## src/rtl/core/biquad_cascade_filter_macros.svh

```systemverilog
// assertion macros shared by the filter modules
`ifndef BIQUAD_CASCADE_FILTER_MACROS_SVH
`define BIQUAD_CASCADE_FILTER_MACROS_SVH

`ifndef SYNTHESIS

// same-cycle implication, disabled during reset
`define BQC_ASSERT_IMP(name, clk, rst_n, cond, expr) \
    name: assert property (@(posedge clk) disable iff (!rst_n) (cond) |-> (expr)) \
        else $error("bqc assertion failed");

// next-cycle implication, disabled during reset
`define BQC_ASSERT_NXT(name, clk, rst_n, cond, expr) \
    name: assert property (@(posedge clk) disable iff (!rst_n) (cond) |=> (expr)) \
        else $error("bqc assertion failed");

`else

`define BQC_ASSERT_IMP(name, clk, rst_n, cond, expr)
`define BQC_ASSERT_NXT(name, clk, rst_n, cond, expr)

`endif

`endif

```

## src/rtl/core/bqc_pkg.sv

```systemverilog
`timescale 1ns / 1ps

package bqc_pkg;

    // configuration defaults and fixed widths
    localparam int SECTIONS_DEF   = 8;
    localparam int COEFS_PER_SIDE = 3;
    localparam int COEFS_PER_SEC  = 2 * COEFS_PER_SIDE - 1;
    localparam int SMP_W          = 24;
    localparam int COEF_W         = 32;
    localparam int PROD_W         = SMP_W + COEF_W;
    localparam int ST_W           = 48;
    localparam int SUM_W          = ST_W + 2;
    localparam int SEC_W          = 3;
    localparam int CIDX_W         = 3;

    // request codes
    localparam logic REQ_SAMPLE = 1'b0;
    localparam logic REQ_COEF   = 1'b1;

    // coefficient codes within a section
    localparam logic [CIDX_W-1:0] COEF_B0 = 3'd0;
    localparam logic [CIDX_W-1:0] COEF_B1 = 3'd1;
    localparam logic [CIDX_W-1:0] COEF_B2 = 3'd2;
    localparam logic [CIDX_W-1:0] COEF_A1 = 3'd3;
    localparam logic [CIDX_W-1:0] COEF_A2 = 3'd4;

    // saturation limits
    localparam logic signed [SMP_W-1:0] S24_MAX = {1'b0, {(SMP_W-1){1'b1}}};
    localparam logic signed [SMP_W-1:0] S24_MIN = {1'b1, {(SMP_W-1){1'b0}}};
    localparam logic signed [ST_W-1:0]  S48_MAX = {1'b0, {(ST_W-1){1'b1}}};
    localparam logic signed [ST_W-1:0]  S48_MIN = {1'b1, {(ST_W-1){1'b0}}};

    // sample handed from one section to the next
    typedef struct packed {
        logic                    valid;
        logic signed [SMP_W-1:0] sample;
        logic                    clip;
    } t_link;

    // coefficient write broadcast to all sections
    typedef struct packed {
        logic                     en;
        logic [SEC_W-1:0]         section;
        logic [CIDX_W-1:0]        coef;
        logic signed [COEF_W-1:0] value;
    } t_coef_wr;

    // q.30 product to q.22, round half up
    function automatic logic signed [ST_W-1:0] rnd_prod(input logic signed [PROD_W-1:0] p);
        logic signed [PROD_W-1:0] s;
        s = p + 56'sd128;
        return s[PROD_W-1:PROD_W-ST_W];
    endfunction

    // clamp a grown state sum to 48 bits
    function automatic logic signed [ST_W-1:0] sat48(input logic signed [SUM_W-1:0] v);
        logic signed [ST_W-1:0] r;
        if (v[SUM_W-1:ST_W-1] == {3{v[ST_W-1]}}) begin
            r = v[ST_W-1:0];
        end else if (v[SUM_W-1]) begin
            r = S48_MIN;
        end else begin
            r = S48_MAX;
        end
        return r;
    endfunction

endpackage

```

## src/rtl/core/bqc_cell.sv

```systemverilog
`timescale 1ns / 1ps
`include "biquad_cascade_filter_macros.svh"

module bqc_cell #(
    parameter int CELL_IDX = 0
) (
    input  logic                i_clk,
    input  logic                i_rst_n,
    input  bqc_pkg::t_link      i_link,
    input  bqc_pkg::t_coef_wr   i_coef_wr,
    input  logic                i_clear,
    output bqc_pkg::t_link      o_link,
    output logic                o_done
);

    // section sequencer steps
    localparam logic [2:0] ST_IDLE = 3'd0;
    localparam logic [2:0] ST_B0   = 3'd1;
    localparam logic [2:0] ST_Y    = 3'd2;
    localparam logic [2:0] ST_A1   = 3'd3;
    localparam logic [2:0] ST_D1   = 3'd4;
    localparam logic [2:0] ST_A2   = 3'd5;
    localparam logic [2:0] ST_D2   = 3'd6;

    logic [2:0]                              r_step;
    logic                                    r_ov;
    logic                                    r_done;
    logic                                    r_clip;
    logic signed [bqc_pkg::SMP_W-1:0]        r_x;
    logic signed [bqc_pkg::SMP_W-1:0]        r_y;
    logic signed [bqc_pkg::PROD_W-1:0]       r_prod;
    logic signed [bqc_pkg::ST_W-1:0]         r_t;
    logic signed [bqc_pkg::ST_W-1:0]         r_d1;
    logic signed [bqc_pkg::ST_W-1:0]         r_d2;
    logic signed [bqc_pkg::COEF_W-1:0]       r_coef [bqc_pkg::COEFS_PER_SEC];

    logic signed [bqc_pkg::COEF_W-1:0]       mul_c;
    logic signed [bqc_pkg::SMP_W-1:0]        mul_x;
    logic signed [bqc_pkg::PROD_W-1:0]       prod_w;
    logic signed [bqc_pkg::ST_W-1:0]         rnd_w;
    logic signed [bqc_pkg::SUM_W-1:0]        acc_w;
    logic signed [bqc_pkg::SUM_W-23:0]       yq_w;
    logic                                    y_clip;
    logic signed [bqc_pkg::SMP_W-1:0]        y_sat;
    logic signed [bqc_pkg::SUM_W-1:0]        d1_sum;
    logic signed [bqc_pkg::SUM_W-1:0]        d2_sum;
    logic                                    wr_hit;

    // coefficient store, one entry per coefficient of this section
    assign wr_hit = i_coef_wr.en && (int'(i_coef_wr.section) == CELL_IDX)
                    && (int'(i_coef_wr.coef) < bqc_pkg::COEFS_PER_SEC);

    always_ff @(posedge i_clk) begin
        if (wr_hit) begin
            r_coef[i_coef_wr.coef] <= i_coef_wr.value;
        end
    end

    // shared multiplier operand select
    always_comb begin
        case (r_step)
            ST_B0: begin
                mul_c = r_coef[bqc_pkg::COEF_B0];
                mul_x = r_x;
            end
            ST_Y: begin
                mul_c = r_coef[bqc_pkg::COEF_B1];
                mul_x = r_x;
            end
            ST_A1: begin
                mul_c = r_coef[bqc_pkg::COEF_A1];
                mul_x = r_y;
            end
            ST_D1: begin
                mul_c = r_coef[bqc_pkg::COEF_B2];
                mul_x = r_x;
            end
            ST_A2: begin
                mul_c = r_coef[bqc_pkg::COEF_A2];
                mul_x = r_y;
            end
            default: begin
                mul_c = r_coef[bqc_pkg::COEF_B0];
                mul_x = r_x;
            end
        endcase
    end

    assign prod_w = mul_c * mul_x;
    assign rnd_w  = bqc_pkg::rnd_prod(r_prod);

    // section output: b0 term plus first delay, back to 24 bits
    assign acc_w  = bqc_pkg::SUM_W'(rnd_w) + bqc_pkg::SUM_W'(r_d1) + 50'sd2097152;
    assign yq_w   = acc_w[bqc_pkg::SUM_W-1:22];
    assign y_clip = (yq_w[bqc_pkg::SUM_W-23:bqc_pkg::SMP_W-1] != {5{yq_w[bqc_pkg::SMP_W-1]}});

    always_comb begin
        if (!y_clip) begin
            y_sat = yq_w[bqc_pkg::SMP_W-1:0];
        end else if (yq_w[bqc_pkg::SUM_W-23]) begin
            y_sat = bqc_pkg::S24_MIN;
        end else begin
            y_sat = bqc_pkg::S24_MAX;
        end
    end

    // delay updates
    assign d1_sum = bqc_pkg::SUM_W'(r_t) - bqc_pkg::SUM_W'(rnd_w) + bqc_pkg::SUM_W'(r_d2);
    assign d2_sum = bqc_pkg::SUM_W'(r_t) - bqc_pkg::SUM_W'(rnd_w);

    // sequencer and handoff pulses
    always_ff @(posedge i_clk) begin
        if (!i_rst_n) begin
            r_step <= ST_IDLE;
            r_ov   <= 1'b0;
            r_done <= 1'b0;
        end else begin
            r_ov   <= (r_step == ST_Y);
            r_done <= (r_step == ST_D2);
            unique case (r_step)
                ST_IDLE: begin
                    if (i_link.valid) begin
                        r_step <= ST_B0;
                    end
                end
                ST_B0:   r_step <= ST_Y;
                ST_Y:    r_step <= ST_A1;
                ST_A1:   r_step <= ST_D1;
                ST_D1:   r_step <= ST_A2;
                ST_A2:   r_step <= ST_D2;
                ST_D2:   r_step <= ST_IDLE;
                default: r_step <= ST_IDLE;
            endcase
        end
    end

    // delay states, cleared by reset and at end of block
    always_ff @(posedge i_clk) begin
        if (!i_rst_n || i_clear) begin
            r_d1 <= '0;
            r_d2 <= '0;
        end else begin
            if (r_step == ST_D1) begin
                r_d1 <= bqc_pkg::sat48(d1_sum);
            end
            if (r_step == ST_D2) begin
                r_d2 <= bqc_pkg::sat48(d2_sum);
            end
        end
    end

    // datapath registers
    always_ff @(posedge i_clk) begin
        r_prod <= prod_w;
        if (r_step == ST_IDLE && i_link.valid) begin
            r_x    <= i_link.sample;
            r_clip <= i_link.clip;
        end
        if (r_step == ST_Y) begin
            r_y    <= y_sat;
            r_clip <= r_clip | y_clip;
        end
        if (r_step == ST_A1 || r_step == ST_A2) begin
            r_t <= rnd_w;
        end
    end

    assign o_link.valid  = r_ov;
    assign o_link.sample = r_y;
    assign o_link.clip   = r_clip;
    assign o_done        = r_done;

    // sequencer runs straight through once started
    `BQC_ASSERT_NXT(a_cell_seq, i_clk, i_rst_n, (r_step != ST_IDLE && r_step != ST_D2), (r_step == $past(r_step) + 3'd1))
    // a new sample only reaches an idle section
    `BQC_ASSERT_IMP(a_cell_start_idle, i_clk, i_rst_n, i_link.valid, (r_step == ST_IDLE))
    // block clear never lands on a section still updating
    `BQC_ASSERT_IMP(a_cell_clear_idle, i_clk, i_rst_n, i_clear, (r_step == ST_IDLE && !i_link.valid))

endmodule

```

## config.mk

```make
export PLATFORM = sky130hd
export DESIGN_NAME = bqc_cell
export DESIGN_NICKNAME = d
export VERILOG_FILES = /design/src/rtl/core/bqc_pkg.sv /design/src/rtl/core/bqc_cell.sv
export VERILOG_INCLUDE_DIRS = /design/src /design/src/rtl/core
export SDC_FILE = /design/constraint.sdc
export NUM_CORES = 2
export LEC_CHECK = 0
export ABC_CLOCK_PERIOD_IN_PS = 24300
export BUFFER_PORTS_ARGS = -buffer_cell sky130_fd_sc_hd__buf_2
export CORE_ASPECT_RATIO = 1.4
export CORE_MARGIN = 2
export CORE_UTILIZATION = 59
export DETAILED_ROUTE_END_ITERATION = 6
export PLACE_DENSITY = 0.76
export SYNTH_ARGS = -nofsm -noshare
export SYNTH_HDL_FRONTEND = slang
export SYNTH_SLANG_ARGS = --single-unit
```

## constraint.sdc

```tcl
create_clock -name i_clk -period 24.3 [get_ports i_clk]
set_clock_uncertainty 0.1 [all_clocks]
set_input_delay 3.645 -clock i_clk [delete_from_list [all_inputs] [get_ports i_clk]]
set_output_delay 3.645 -clock i_clk [all_outputs]
set_load 0.005 [all_outputs]
```

==> results.py <==
metrics = {
    "critical_path": {
        "worstSetupPathType": "reg2reg",
        "end_kind": "register",
        "cp_slowest_stage_delay_ns": 1.03,
        "path_max_fanout": 38,
        "cp-start-kind": "register",
        "cp_slowest_cell": "mux2i_4",
        "critPathArrivalTime_ns": 10.88,
        "worstPathRequired_ns": 24.74,
        "cpMostUsedCell": "fa_1",
    },
    "routing": {
        "wl_per_cell_um": 22.3,
        "top_layer_used": "met4",
        "ant_nets": 0,
        "drt_iter0_drc": 2795,
        "met2_length_mm": 68.8,
        "totalWireLength_mm": 141,
        "wl_met1_mm": 50.3,
        "first_pass_iters": 6,
        "drc": 0,
        "route.met3.wl_mm": 11.6,
        "viasPerCell": 5.95,
        "vias": 37700,
    },
    "die": {
        "die-area_um2": 85400,
        "pin_count": 95,
        "rows": 125,
        "core_area_um2": 82600,
        "start_util_pct": 59.3,
        "die_y_um": 345,
        "chipWidth_um": 248,
    },
    "timing": {
        "worst_pin_slew_ns": 1.12,
        "fmax_mhz": 95.8,
        "setup_tns_ns": 0,
        "min_period_ns": 10.44,
        "relSlewSlack_pct": 23.6,
        "finalSetupViolCount": 0,
        "timing.final.crit_share_pct": 43.0,
        "maxSlewViolCount": 0,
        "rsz0062_at_grt": "no",
        "hold_viol": 0,
    },
    "synth": {
        "synthArstFlopShare_pct": 0,
        "syn-mean-instance-area_um2": 9.40,
        "synth_fp_nets": 6403,
        "synthTopCellsByCount": "893 x inv_1, 784 x fa_1, 536 x nand2_1",
        "synth-seq-cells": 407,
        "ys.flop_type": "edfxtp_1",
        "synth_cell_types": 87,
        "yosysSeqAreaShare_pct": 21.9,
        "yosysMostFrequentCell": "inv_1",
        "synth_edf_count": 257,
        "netlist_area_um2": 49000,
        "synth_area_leaders": "fa_1 32%, edfxtp_1 16%, ha_1 8.6%",
        "synth_cells": 5213,
        "synth_top_area_share_pct": 32.0,
        "yosys_warnings": 0,
        "synth_top_cell_by_area": "fa_1",
    },
    "global_routing": {
        "grt_pass1_vias": 40200,
        "grt_pass1_wl_mm": 220,
        "grt_usage_pct": 34.1,
        "antenna_found_initial": 4,
        "overflow": 0,
        "grt_max_degree": 95,
    },
    "clock_tree": {
        "cts_resized": 0,
        "clock-sinks": 407,
        "root_buffer": "clkbuf_16",
        "clk_latency_ns": 0.63,
        "cts_setup_buffers": 0,
        "clockBufferDepth": 3,
        "clk_pin_slew_worst_paths_ns": 0.07,
        "cts-buffers-inserted": 44,
        "postCtsHoldBufs": 0,
        "h-tree-depth": 2,
        "cts_tree": "yes",
    },
    "min_path": {
        "hold_path.class": "reg2reg",
    },
    "status": {
        "status": "finished, final reports clean",
    },
    "placed_design": {
        "gp_congestion": 1.01,
        "portBuffers": 94,
        "hpwl_mm": 111,
    },
    "layout": {
        "nets": 6409,
        "antenna-diode-count": 0,
        "areaGrowthSynthToFinish_pct": 6.50,
        "layout-drive-gt1-share_pct": 6.17,
        "n_fill_cell": 6946,
    },
    "flow_run": {
        "drv_cap": 0,
    },
}
==> path summary, 6_finish.rpt <==
kind	start	to	slack [ns]	depth (start not counted)
worst max-delay path	r_step[2]$_SDFFE_PN0P_	r_prod[52]$_DFF_P_	13.86	29
worst min-delay path	r_d2[47]$_SDFFE_PP0P_	r_d2[47]$_SDFFE_PP0P_	0.41	2
worst max register to register	r_step[2]$_SDFFE_PN0P_	r_prod[52]$_DFF_P_	13.86	29
worst min register to register	r_d2[47]$_SDFFE_PP0P_	r_d2[47]$_SDFFE_PP0P_	0.41	2
==> metal layers <==
| layer | global-route usage (%) | up-vias |
|---|---|---|
| met1 | 39.5 | 18600 |
| li1 | - | 16800 |
| met2 | 58.6 | 1794 |
| met4 | 21.0 | 0 |
| met3 | 6.39 | 565 |
| met5 | 0 | - |
==> stage by stage <==
| stage | setup WS, ns | util [%] | hold slack, ns | cell area (um2) | instances |
|---|---|---|---|---|---|
| floorplan | 15.15 | - | 0.356 | 49000 | 5213 |
| global placement | 14.18 | 61.5 | 0.391 | 50800 | 6252 |
| detailed placement | 14.05 | 61.5 | 0.401 | 50800 | 6252 |
| CTS | 14.01 | 63.2 | 0.409 | 52200 | 6331 |
| global route | 13.50 | 63.2 | 0.444 | 52200 | 6331 |
| finish | 13.86 | 63.2 | 0.407 | 52200 | 6331 |
==> cells in the final DEF, fill, tap and decap left out, drive strengths merged, types with 121 or more instances in the layout <==
cell,count
inv,896
fa,784
nand2,536
nor2,526
ha,338
a21oi,309
edfxtp,257
o21ai,216
buf,174
dfxtp,150
xnor2,121
==> critical path, delay by kind of cell (launching register included) <==
| family | cells | cell delay (ns) |
|---|---|---|
| compound gates | 9 | 2.49 |
| mux | 1 | 1.03 |
| buf+inv | 5 | 0.80 |
| flops | 1 | 0.75 |
| simple gates | 4 | 0.75 |
| xor+xnor | 2 | 0.51 |
| fa+ha+maj | 8 | 3.86 |
==> area by class of cell <==
| class | instances | area, um2 | area share [%] |
|---|---|---|---|
| multi-input cells | 3698 | 34300 | 65.7 |
| inverters | 894 | 3360 | 6.43 |
| clock inverters | 25 | 235 | 0.451 |
| clock buffers | 54 | 1190 | 2.28 |
| flip-flops and latches | 407 | 10700 | 20.5 |
| repair buffers | 174 | 1070 | 2.05 |
| well taps | 1079 | 1350 | 2.59 |
==> state kept, by name (all words and copies together), names as in the netlist <==
signal	flops
r_d2	48
r_d1	48
r_clip	1
r_t	48
r_prod	49
r_y	24
r_step	3
r_coef	160
o_done	1
r_ov	1
r_x	24
==> kinds of logic after synthesis <==
group	synth area share, %
mux	0.996
compound gates	11.7
flops	21.9
fa+ha+maj	40.8
buf+inv	8.57
simple gates	12.1
xor+xnor	3.92
Power is left out: the tool's default activity adds up to more than one toggle a clock period on the data nets, which glitch-free logic cannot reach.
